--- src/sv/wsd_pkg.sv ---
`timescale 1ns / 1ps
`default_nettype none
package wsd_pkg;

	// Parser phase
	typedef enum logic [2:0] {
		PH_FIRST   = 3'd0,
		PH_SECOND  = 3'd1,
		PH_EXTLEN  = 3'd2,
		PH_KEY     = 3'd3,
		PH_PAYLOAD = 3'd4
	} phase_t;

	// Result kinds
	localparam logic KIND_HEADER  = 1'b0;
	localparam logic KIND_PAYLOAD = 1'b1;

	// Header byte fields
	localparam logic [6:0] LEN7_EXT16 = 7'd126;
	localparam logic [6:0] LEN7_EXT64 = 7'd127;
	localparam logic [3:0] EXT16_BYTES = 4'd2;
	localparam logic [3:0] EXT64_BYTES = 4'd8;
	localparam logic [3:0] KEY_BYTES   = 4'd4;

	typedef struct packed {
		logic        kind;
		logic        fin_flag;
		logic [3:0]  opcode;
		logic        is_masked;
		logic [63:0] pay_len;
		logic [31:0] mask_key;
		logic [7:0]  payload_byte;
		logic        frame_end;
	} res_t;

endpackage
`default_nettype wire

--- src/sv/wsd_in_if.sv ---
`timescale 1ns / 1ps
`default_nettype none
interface wsd_in_if;
	logic       valid;
	logic       ready;
	logic [7:0] in_byte;

	modport source (output valid, output in_byte, input ready);
	modport sink (input valid, input in_byte, output ready);
endinterface
`default_nettype wire

--- src/sv/wsd_out_if.sv ---
`timescale 1ns / 1ps
`default_nettype none
interface wsd_out_if;
	logic        valid;
	logic        ready;
	logic        kind;
	logic        fin_flag;
	logic [3:0]  opcode;
	logic        is_masked;
	logic [63:0] pay_len;
	logic [31:0] mask_key;
	logic [7:0]  payload_byte;
	logic        frame_end;

	modport source (
		output valid, output kind, output fin_flag, output opcode, output is_masked,
		output pay_len, output mask_key, output payload_byte, output frame_end,
		input ready
	);
	modport sink (
		input valid, input kind, input fin_flag, input opcode, input is_masked,
		input pay_len, input mask_key, input payload_byte, input frame_end,
		output ready
	);
endinterface
`default_nettype wire

--- src/sv/wsd_parser.sv ---
`timescale 1ns / 1ps
`default_nettype none
module wsd_parser (
	input  wire logic          clk,
	input  wire logic          arst_n,
	input  wire logic          step,
	input  wire logic [7:0]    in_byte,
	output logic               res_valid,
	output wsd_pkg::res_t      res
);

	wsd_pkg::phase_t phase_q, phase_d;
	logic [3:0]  cnt_q, cnt_d;
	logic        fin_q, fin_d;
	logic [3:0]  opc_q, opc_d;
	logic        msk_q, msk_d;
	logic [63:0] len_q, len_d;
	logic [31:0] key_q, key_d;
	logic [63:0] left_q, left_d;
	logic [1:0]  kidx_q, kidx_d;

	always_ff @(posedge clk or negedge arst_n) begin
		if (!arst_n) begin
			phase_q <= wsd_pkg::PH_FIRST;
			cnt_q   <= '0;
			fin_q   <= 1'b0;
			opc_q   <= '0;
			msk_q   <= 1'b0;
			len_q   <= '0;
			key_q   <= '0;
			left_q  <= '0;
			kidx_q  <= '0;
		end else if (step) begin
			phase_q <= phase_d;
			cnt_q   <= cnt_d;
			fin_q   <= fin_d;
			opc_q   <= opc_d;
			msk_q   <= msk_d;
			len_q   <= len_d;
			key_q   <= key_d;
			left_q  <= left_d;
			kidx_q  <= kidx_d;
		end
	end

	always_comb begin
		logic       after_len;
		logic       hdr_done;
		logic [7:0] kbyte;
		logic [7:0] pbyte;
		logic       pend;

		after_len = 1'b0;
		hdr_done  = 1'b0;
		kbyte     = '0;
		pbyte     = '0;
		pend      = 1'b0;
		phase_d   = phase_q;
		cnt_d     = cnt_q;
		fin_d     = fin_q;
		opc_d     = opc_q;
		msk_d     = msk_q;
		len_d     = len_q;
		key_d     = key_q;
		left_d    = left_q;
		kidx_d    = kidx_q;
		res_valid = 1'b0;
		res       = '0;

		case (phase_q)
			wsd_pkg::PH_FIRST: begin
				fin_d   = in_byte[7];
				opc_d   = in_byte[3:0];
				msk_d   = 1'b0;
				len_d   = '0;
				key_d   = '0;
				left_d  = '0;
				kidx_d  = '0;
				cnt_d   = '0;
				phase_d = wsd_pkg::PH_SECOND;
			end
			wsd_pkg::PH_SECOND: begin
				msk_d = in_byte[7];
				len_d = '0;
				if (in_byte[6:0] == wsd_pkg::LEN7_EXT16) begin
					phase_d = wsd_pkg::PH_EXTLEN;
					cnt_d   = wsd_pkg::EXT16_BYTES;
				end else if (in_byte[6:0] == wsd_pkg::LEN7_EXT64) begin
					phase_d = wsd_pkg::PH_EXTLEN;
					cnt_d   = wsd_pkg::EXT64_BYTES;
				end else begin
					len_d     = {57'd0, in_byte[6:0]};
					after_len = 1'b1;
				end
			end
			wsd_pkg::PH_EXTLEN: begin
				len_d = {len_q[55:0], in_byte};
				cnt_d = cnt_q - 4'd1;
				if (cnt_d == 4'd0) begin
					after_len = 1'b1;
				end
			end
			wsd_pkg::PH_KEY: begin
				key_d = {key_q[23:0], in_byte};
				cnt_d = cnt_q - 4'd1;
				if (cnt_d == 4'd0) begin
					hdr_done = 1'b1;
				end
			end
			wsd_pkg::PH_PAYLOAD: begin
				// key byte 0 is the first one received, i.e. the top byte
				case (kidx_q)
					2'd0: kbyte = key_q[31:24];
					2'd1: kbyte = key_q[23:16];
					2'd2: kbyte = key_q[15:8];
					default: kbyte = key_q[7:0];
				endcase
				pbyte  = msk_q ? (in_byte ^ kbyte) : in_byte;
				kidx_d = kidx_q + 2'd1;
				left_d = (left_q != 64'd0) ? (left_q - 64'd1) : 64'd0;
				pend   = (left_q[63:1] == 63'd0);
				if (pend) begin
					phase_d = wsd_pkg::PH_FIRST;
				end
				res_valid = 1'b1;
				res.kind  = wsd_pkg::KIND_PAYLOAD;
			end
			default: begin
				phase_d = wsd_pkg::PH_FIRST;
			end
		endcase

		if (after_len) begin
			if (msk_d) begin
				phase_d = wsd_pkg::PH_KEY;
				cnt_d   = wsd_pkg::KEY_BYTES;
			end else begin
				hdr_done = 1'b1;
			end
		end

		if (hdr_done) begin
			left_d    = len_d;
			kidx_d    = '0;
			pend      = (len_d == 64'd0);
			phase_d   = pend ? wsd_pkg::PH_FIRST : wsd_pkg::PH_PAYLOAD;
			res_valid = 1'b1;
			res.kind  = wsd_pkg::KIND_HEADER;
		end

		res.fin_flag     = fin_d;
		res.opcode       = opc_d;
		res.is_masked    = msk_d;
		res.pay_len      = len_d;
		res.mask_key     = key_d;
		res.payload_byte = pbyte;
		res.frame_end    = pend;
	end

	// a payload phase always has at least one byte still to come
	a_left_nonzero: assert property (@(posedge clk) disable iff (!arst_n)
		phase_q == wsd_pkg::PH_PAYLOAD |-> left_q != 64'd0)
		else $error("payload phase with no bytes left");

	a_first_to_second: assert property (@(posedge clk) disable iff (!arst_n)
		step && phase_q == wsd_pkg::PH_FIRST |=> phase_q == wsd_pkg::PH_SECOND)
		else $error("first header byte did not advance to second");

	a_payload_phase: assert property (@(posedge clk) disable iff (!arst_n)
		res_valid && res.kind == wsd_pkg::KIND_PAYLOAD |-> phase_q == wsd_pkg::PH_PAYLOAD)
		else $error("payload result outside payload phase");

endmodule
`default_nettype wire

--- src/sv/wsd_out_reg.sv ---
`timescale 1ns / 1ps
`default_nettype none
module wsd_out_reg (
	input  wire logic          clk,
	input  wire logic          arst_n,
	input  wire logic          load,
	input  wire wsd_pkg::res_t din,
	output logic               space,
	wsd_out_if.source          result
);

	logic          valid_q;
	wsd_pkg::res_t data_q;

	assign space = !valid_q || result.ready;

	always_ff @(posedge clk or negedge arst_n) begin
		if (!arst_n) begin
			valid_q <= 1'b0;
		end else if (space) begin
			valid_q <= load;
		end
	end

	always_ff @(posedge clk) begin
		if (load && space) begin
			data_q <= din;
		end
	end

	assign result.valid        = valid_q;
	assign result.kind         = data_q.kind;
	assign result.fin_flag     = data_q.fin_flag;
	assign result.opcode       = data_q.opcode;
	assign result.is_masked    = data_q.is_masked;
	assign result.pay_len      = data_q.pay_len;
	assign result.mask_key     = data_q.mask_key;
	assign result.payload_byte = data_q.payload_byte;
	assign result.frame_end    = data_q.frame_end;

	a_load_shows: assert property (@(posedge clk) disable iff (!arst_n)
		load && space |=> valid_q)
		else $error("loaded result not presented");

endmodule
`default_nettype wire

--- src/sv/websocket_frame_deframer.sv ---
`timescale 1ns / 1ps
`default_nettype none
// WebSocket (RFC 6455) receive-side deframer.
// stream : one raw frame byte per request (in_byte), valid/ready.
// result : one request per header completion (kind 0) and per payload byte
//          (kind 1, unmasked), with the frame's FIN, opcode, mask flag,
//          decoded length and key; frame_end marks the frame's last request.
// Header bytes other than the last give no result request.
// Path: an accepted byte passes through the input register, then the parser
// into the result register.
// Throughput: one byte per cycle, sustained while the result side does not
// stall; the parser state updates once per byte, so that loop sets the rate.
// Stall: when result.ready is low and the result register is full, a byte that
// yields a result waits in the input register and stream.ready drops; header
// bytes that yield nothing keep flowing.
// Reset: arst_n clears both registers' valid flags and returns the parser to
// waiting for the first header byte of a frame; lengths and key read as zero.
module websocket_frame_deframer (
	input  wire logic clk,
	input  wire logic arst_n,
	wsd_in_if.sink    stream,
	wsd_out_if.source result
);

	logic          valid_s1;
	logic [7:0]    byte_s1;
	logic          advance;
	logic          space;
	logic          res_valid;
	wsd_pkg::res_t res;

	// a byte moves on if it yields nothing or the result register has room
	assign advance      = valid_s1 && (!res_valid || space);
	assign stream.ready = !valid_s1 || advance;

	always_ff @(posedge clk or negedge arst_n) begin
		if (!arst_n) begin
			valid_s1 <= 1'b0;
		end else if (stream.ready) begin
			valid_s1 <= stream.valid;
		end
	end

	always_ff @(posedge clk) begin
		if (stream.valid && stream.ready) begin
			byte_s1 <= stream.in_byte;
		end
	end

	wsd_parser u_parser (
		.clk       (clk),
		.arst_n    (arst_n),
		.step      (advance),
		.in_byte   (byte_s1),
		.res_valid (res_valid),
		.res       (res)
	);

	wsd_out_reg u_out (
		.clk    (clk),
		.arst_n (arst_n),
		.load   (advance && res_valid),
		.din    (res),
		.space  (space),
		.result (result)
	);

	// a held byte stays put until the parser takes it
	a_hold_s1: assert property (@(posedge clk) disable iff (!arst_n)
		valid_s1 && !advance |=> valid_s1 && $stable(byte_s1))
		else $error("input register lost a byte");

endmodule
`default_nettype wire

--- src/flat_wrapper.sv ---
// flat-port wrapper written by rule: the top's interface ports become plain ports
module websocket_frame_deframer_flat 
  (clk, arst_n, stream_valid, stream_in_byte, stream_ready, result_valid, result_kind, result_fin_flag, result_opcode, result_is_masked, result_pay_len, result_mask_key, result_payload_byte, result_frame_end, result_ready);
  wsd_in_if stream_i ();
  wsd_out_if result_i ();
  input  wire logic clk;
  input  wire logic arst_n;
  input wire logic [$bits(stream_i.valid)-1:0] stream_valid;
  input wire logic [$bits(stream_i.in_byte)-1:0] stream_in_byte;
  output wire logic [$bits(stream_i.ready)-1:0] stream_ready;
  output wire logic [$bits(result_i.valid)-1:0] result_valid;
  output wire logic [$bits(result_i.kind)-1:0] result_kind;
  output wire logic [$bits(result_i.fin_flag)-1:0] result_fin_flag;
  output wire logic [$bits(result_i.opcode)-1:0] result_opcode;
  output wire logic [$bits(result_i.is_masked)-1:0] result_is_masked;
  output wire logic [$bits(result_i.pay_len)-1:0] result_pay_len;
  output wire logic [$bits(result_i.mask_key)-1:0] result_mask_key;
  output wire logic [$bits(result_i.payload_byte)-1:0] result_payload_byte;
  output wire logic [$bits(result_i.frame_end)-1:0] result_frame_end;
  input wire logic [$bits(result_i.ready)-1:0] result_ready;
  assign stream_i.valid = stream_valid;
  assign stream_i.in_byte = stream_in_byte;
  assign stream_ready = stream_i.ready;
  assign result_valid = result_i.valid;
  assign result_kind = result_i.kind;
  assign result_fin_flag = result_i.fin_flag;
  assign result_opcode = result_i.opcode;
  assign result_is_masked = result_i.is_masked;
  assign result_pay_len = result_i.pay_len;
  assign result_mask_key = result_i.mask_key;
  assign result_payload_byte = result_i.payload_byte;
  assign result_frame_end = result_i.frame_end;
  assign result_i.ready = result_ready;
  websocket_frame_deframer u_core (.clk(clk), .arst_n(arst_n), .stream(stream_i), .result(result_i));
endmodule
--- config.mk ---
export PLATFORM = sky130hd
export DESIGN_NAME = websocket_frame_deframer_flat
export DESIGN_NICKNAME = d
export VERILOG_FILES = /design/src/sv/wsd_pkg.sv /design/src/sv/wsd_in_if.sv /design/src/sv/wsd_out_if.sv /design/src/sv/wsd_parser.sv /design/src/sv/wsd_out_reg.sv /design/src/sv/websocket_frame_deframer.sv /design/src/flat_wrapper.sv
export SDC_FILE = /design/constraint.sdc
export NUM_CORES = 1
export LEC_CHECK = 0
export BUFFER_PORTS_ARGS = -buffer_cell sky130_fd_sc_hd__buf_2
export CAP_MARGIN = 10
export CORE_UTILIZATION = 40
export CTS_CLUSTER_DIAMETER = 60
export DETAILED_ROUTE_END_ITERATION = 16
export GPL_TIMING_DRIVEN = 1
export PLACE_DENSITY = 0.53
export SETUP_SLACK_MARGIN = 0.02
export SYNTH_ARGS = -nofsm -noshare
export SYNTH_HDL_FRONTEND = slang
export SYNTH_SLANG_ARGS = --single-unit
--- constraint.sdc ---
create_clock -name clk -period 10.3 [get_ports clk]
set_input_delay 0.515 -clock clk [delete_from_list [all_inputs] [get_ports clk]]
set_output_delay 0.515 -clock clk [all_outputs]
set_load 0.05 [all_outputs]
==> flow_summary.json, run 1 <==
{
  "status": "complete, no violations",
  "synth_area_um2": 13850,
  "rsz0062_at_grt": "false",
  "instances_no_fill": 1951,
  "grt_max_degree": 82,
  "area_delta_synth_final_pct": 16.56,
  "drc_errors": 0,
  "core_area_um2": 33780,
  "crit_type": "register to register",
  "layout-drive-gt1-share": 0.1539,
  "die_w_um": 188.1,
  "gr-usage-all-layers": 0.2438,
  "worst_pin_slew_ns": 1.113,
  "dpl.hpwl_um": 28950,
  "worstHoldPathType": "input port to register",
  "io_buffers": 125,
  "ys_seq_area_frac": 0.5802,
  "grt_pass1_wl_um": 66130,
  "drt.antenna.violating_nets": 0,
  "antenna_found_initial": 4,
  "grt_remaining_overflow": 0,
  "drt_iter0_markers": 1290,
  "critPathLaunchType": "register",
  "setup_viol": 0,
  "cts.clk_slew.worst_paths_ns": 0.06,
  "synth_nets": 1400,
  "ctsHoldBuffers": 1,
  "gp_congestion": 0.8906,
  "dieHeight_um": 188.1,
  "fin_worst_skew_ns": 0.02586,
  "ys_warn_count": 0,
  "end_kind": "register",
  "fill_cells": 3174,
  "synth_edf_count": 120,
  "nNetsFinal": 1493,
  "drv_slew": 0,
  "syn_inst": 1381,
  "dp_cells": 1884,
  "post_cts_resized": 0,
  "cp.arrival_ns": 4.76,
  "crit_required_ns": 10.72,
  "htree_levels": 2,
  "synth-async-reset-ratio": 0.5960,
  "synth-seq-cells": 297,
  "cts.sinks": 297,
  "num_rows": 67,
  "tns_ns": 0,
  "vias": 11358,
  "ctsRootBufferMaster": "clkbuf_16",
  "first_pass_iters": 8,
  "maxCapViolCount": 0,
  "wire_per_inst_um": 22.02,
  "viasPerCell": 5.822,
  "numCtsBuffers": 35,
  "ios": 126,
  "ys.flop_type": "dfrtp_1",
  "dieArea_um2": 35360,
  "start_util": 0.4098,
  "finalCriticalPeriod_ns": 4.347,
  "synth_cell_types": 61,
  "syn_avg_cell_area_um2": 10.03,
  "clockBufferDepth": 3,
  "max_freq_mhz": 230.0,
  "slew_headroom": 0.2561,
  "drt-total-wl_um": 42960,
  "finalCritPeriodShare": 0.4220,
  "crit_fanout": 81,
  "first_global_vias": 10638,
  "postCtsSetupBuffers": 0,
  "clock_latency_ns": 0.53,
  "cts_tree": "done",
  "timing.final.hold_violations": 0
}
[state kept, by name, indices dropped and copies added (netlist names)]
signal and count:
u_core.u_parser.opc_q 4, u_core.valid_s1 1, u_core.u_parser.phase_q 3, u_core.u_out.result.frame_end 1
u_core.u_parser.left_q 64, u_core.u_parser.key_q 32, u_core.u_parser.cnt_q 4, u_core.u_parser.len_q 64
u_core.u_out.result.mask_key 32, u_core.u_out.result.kind 1, u_core.u_out.result.opcode 4, u_core.u_out.result.is_masked 1
u_core.u_parser.msk_q 1, u_core.u_out.result.payload_byte 8, u_core.u_out.result.fin_flag 1, u_core.byte_s1 8
u_core.u_parser.fin_q 1, u_core.u_out.result.valid 1, u_core.u_parser.kidx_q 2, u_core.u_out.result.pay_len 64
[routing by layer]
layer	vias up	track usage	routed length (µm)	part of all wire
li1	5236	-	-	-
met1	5606	0.3638	19580	0.46
met2	450	0.3467	18630	0.43
met3	66	0.06027	3732	0.087
met4	0	0.07161	1015	0.024
met5	-	0	0	0
[critical path: stages (launching register included)]
cell and delay [ns]:
edfxtp_1 0.50, and4_1 0.28, a2111oi_0 0.84, a31o_2 0.21, buf_4 0.62, o21ai_4 0.44, o21ai_4 0.14, buf_4 0.60
nor3_1 0.18, a221o_1 0.38
[cells in the final DEF, fill, tap and decap left out, types with 10 or more instances in the layout]
| master | count |
|---|---|
| nand2_1 | 341 |
| dfrtp_1 | 177 |
| o21ai_0 | 134 |
| buf_2 | 124 |
| edfxtp_1 | 120 |
| a22o_1 | 93 |
| nor2_1 | 69 |
| a22oi_1 | 37 |
| a21oi_1 | 37 |
| nor3_1 | 36 |
| clkbuf_16 | 36 |
| inv_1 | 35 |
| nor4_1 | 26 |
| buf_4 | 18 |
| o2bb2ai_1 | 14 |
| nand3_1 | 11 |
| or3_1 | 10 |
| a32oi_1 | 10 |
[layout make-up]
class,instances,area (µm²),share of cell area
inverters,35,131.4,0.008140
clock buffers,44,950.9,0.05892
diodes,2,5.005,0.0003101
multi-input cells,961,5410,0.3352
repair buffers,144,779.5,0.04830
flip-flops and latches,297,8033,0.4977
well taps,448,560.5,0.03473
clock inverters,20,269.0,0.01667
[final timing paths]
check / startpoint / endpoint / slack [ns] / cells past startpoint
max: u_core.byte_s1[3] / u_core.u_parser.left_q[45] / 5.95 / 9
min: stream_in_byte[4] / u_core.byte_s1[4] / 0.18 / 1
max reg2reg: u_core.byte_s1[3] / u_core.u_parser.left_q[45] / 5.95 / 9
min reg2reg: u_core.u_parser.opc_q[2] / u_core.u_parser.opc_q[2] / 0.48 / 2
max in group asynchronous: arst_n / u_core.u_parser.left_q[16] / 8.51 / 3
min in group asynchronous: arst_n / u_core.u_parser.left_q[9] / 0.52 / 2
[Yosys cell counts, types with 3 or more instances]
cell type  count  area share
o21a_1         3      0.0016
a21oi_1       37       0.013
edfxtp_1     120        0.26
or4_4          4      0.0033
xor2_1         9      0.0057
buf_2          5      0.0018
a31oi_1        7      0.0032
and3_1         5      0.0023
buf_1         10      0.0027
nor4_1        26       0.012
a22oi_1       37       0.020
o22ai_1        6      0.0027
nor3_1        36       0.013
ha_1           7      0.0063
clkbuf_1      73       0.020
a222oi_1       8      0.0058
inv_1         35      0.0095
a21o_1         3      0.0016
o2bb2ai_1     14      0.0089
nor2_1        73       0.020
nand3_1       11      0.0040
nand2b_1       9      0.0041
a32oi_1       10      0.0063
and2_1         5      0.0023
or3_1         10      0.0045
nor4b_1        5      0.0032
a22o_1        93       0.059
dfrtp_1      177        0.32
nand2_1      341       0.092
o41ai_1        8      0.0051
or4_1          9      0.0049
o21ai_0      134       0.048
mux2_2         6      0.0049
nand4_1        9      0.0041
[logic make-up after synthesis]
family | share of synthesized area
muxes | 0.004879
AOI/OAI and AO/OA | 0.1890
DFF | 0.5802
and+or+nand+nor | 0.1795
adders and majority gates | 0.006325
xor gates and xnor gates | 0.006326
buffers and inverters | 0.03380
[stage by stage]
stage	utilization	hold WS [ns]	area [µm²]	worst slack, ns
floorplan	-	0.2194	13850	3.163
global placement	0.4412	0.4529	14900	6.134
detailed placement	0.4412	0.4613	14900	6.001
CTS	0.4776	0.1659	16130	6.000
global route	0.4776	0.1617	16130	5.671
finish	0.4777	0.1771	16140	5.953
Power of run 1 is left out: the tool's default activity adds up to more than one toggle a clock period on the data nets, which glitch-free logic cannot reach.
==> inputs of run 2 (changes only) <==
- clock period: 10.3 -> 4.5 ns (I/O delays scaled with it)
==> run 2 against run 1 <==
Fmax up 20%. First-iteration DRC count decreased by 2.9%. Non-clock buffer count up 26. Core utilization increased by 0.71 points. Sequential share of layout area shrank 0.73 points. Critical path depth is 1 lower. Flip-flop and latch count is the same. Worst setup slack lost 5.1 ns. Worst hold slack got worse by 0.055 ns. Global-route usage rose by 0.098 points. Routed wire length increased by 0.64%. Clock skew down 0.017 ns. Critical endpoint is now u_core.u_parser.left_q[38].
==> flow_summary.json, run 2 (same netlist as run 1, synthesis figures left out) <==
{
  "clock_latency_ns": 0.52,
  "r2r_slack_ns": 0.88,
  "final_common_cell": "nand2_1",
  "cts_tree": "done",
  "die_w_um": 188.1,
  "grt_remaining_overflow": 0,
  "drt-total-wl_um": 43230,
  "cts.sinks": 297,
  "crit_type": "register to register",
  "cp.arrival_ns": 3.98,
  "cts.clk_slew.worst_paths_ns": 0.06,
  "setup_viol": 0,
  "ios": 126,
  "fin_worst_skew_ns": 0.009338,
  "grt_pass1_wl_um": 66910,
  "gr-usage-all-layers": 0.2447,
  "status": "complete, no violations",
  "slew_headroom": 0.2947,
  "fill_cells": 3159,
  "end_kind": "register",
  "critPathLaunchType": "register",
  "clockBufferDepth": 3,
  "dieArea_um2": 35360,
  "rsz0062_at_grt": "false",
  "worstHoldPathType": "input port to register",
  "r2r_start": "u_core.u_parser.left_q[13]",
  "reg2reg_to": "u_core.u_parser.left_q[38]",
  "crit_fanout": 31,
  "multi_input_area_um2": 5415,
  "hold_start": "result_ready",
  "tns_ns": 0,
  "drc_errors": 0,
  "first_global_vias": 10798,
  "rr_worst_depth": 8,
  "seq_area_um2": 8033,
  "cpMaxStageDelayCell": "a31o_2",
  "ctsRootBufferMaster": "clkbuf_16",
  "worstPathCellList": "or4_1 -> or4_4 -> nor3_2 -> a31o_2 -> buf_4 -> nor2_1 -> a22oi_1 -> o2bb2ai_1",
  "htree_levels": 2,
  "grt_max_degree": 104,
  "place_area_um2": 15050,
  "worstHoldPathCells": 3,
  "drv_slew": 0,
  "mostFrequentLayoutCells": "nand2_1, dfrtp_1, o21ai_0",
  "dieHeight_um": 188.1,
  "area_delta_synth_final_pct": 18.31,
  "max_freq_mhz": 275.9,
  "start_util": 0.4098,
  "timing.hold.ws_ns": 0.1220,
  "crit_required_ns": 4.86,
  "core_area_um2": 33780,
  "io_buffers": 125,
  "drt.antenna.violating_nets": 0,
  "hold_end": "u_core.u_out.result.valid",
  "first_pass_iters": 6,
  "viasPerCell": 5.848,
  "finalCritPeriodShare": 0.8055,
  "slowest_delay_ns": 0.68,
  "worst_pin_slew_ns": 1.054,
  "finalCriticalPeriod_ns": 3.625,
  "gp_congestion": 0.8852,
  "timing.final.hold_violations": 0,
  "numCtsBuffers": 36,
  "antenna_found_initial": 4,
  "stdcell_area_um2": 16380,
  "critPathBufInv": 1,
  "nNetsFinal": 1520,
  "dpl.hpwl_um": 29520,
  "drt_iter0_markers": 1252,
  "postCtsSetupBuffers": 0,
  "wire_per_inst_um": 21.87,
  "worst_path_dominant_cell_family": "simple AND/OR/NAND/NOR gates",
  "num_rows": 67,
  "antenna_cells": 0,
  "maxCapViolCount": 0,
  "vias": 11562,
  "layout-drive-gt1-share": 0.1622
}
-- run 2: per-layer routing --
layer	share of wire	vias up	wire, µm	GRT usage
li1	-	5288	-	-
met2	0.43	474	18520	0.3454
met4	0.024	0	1035	0.06785
met3	0.078	74	3363	0.03575
met5	0	-	0	0
met1	0.47	5726	20320	0.3853
-- run 2: cell type report --
type / instances / area share
tap: 448 / 0.03422
multi-input combinational: 961 / 0.3306
inverter: 35 / 0.008020
clock buffer: 46 / 0.05920
sequential: 297 / 0.4904
timing repair buffer: 170 / 0.06149
clock inverter: 20 / 0.01612
-- run 2: how the worst max path moves through the flow --
stage | slack (ns) | endpoint | start | depth (start not counted)
after floorplan | 0.50 | u_core.u_out.result.fin_flag | u_core.u_parser.cnt_q[0] | 10
after global placement | 0.99 | u_core.u_parser.left_q[25] | u_core.u_parser.left_q[13] | 8
after detailed placement | 0.92 | u_core.u_parser.left_q[39] | u_core.u_parser.left_q[13] | 8
after CTS | 0.90 | u_core.u_parser.left_q[38] | u_core.u_parser.left_q[13] | 8
after global routing | 0.69 | u_core.u_parser.cnt_q[1] | u_core.u_parser.phase_q[0] | 7
final | 0.88 | u_core.u_parser.left_q[38] | u_core.u_parser.left_q[13] | 8
-- run 2: tightest hold or removal path, delay by kind of cell --
| family | cells | cell delay [ns] |
|---|---|---|
| compound gates | 1 | 0.11 |
| buf+inv | 1 | 0.07 |
| simple gates | 1 | 0.18 |
-- run 2: timing repair --
item / 4_1_cts / 5_1_grt
setup endpoints to repair: 0 / 0
endpoints found under the hold margin: 110 / 0
gates resized for setup: 0 / 0
hold buffers: 10 / 0
-- run 2: metrics by stage --
stage / util / worst slack, ns / std cells
finish: 0.4849 / 0.8753 / 1977
global placement: 0.4454 / 0.9929 / 1901
global route: 0.4849 / 0.6890 / 1977
detailed placement: 0.4454 / 0.9177 / 1901
CTS: 0.4849 / 0.9008 / 1977
floorplan: - / 0.5041 / 1381
Power of run 2 is left out for the same reason.
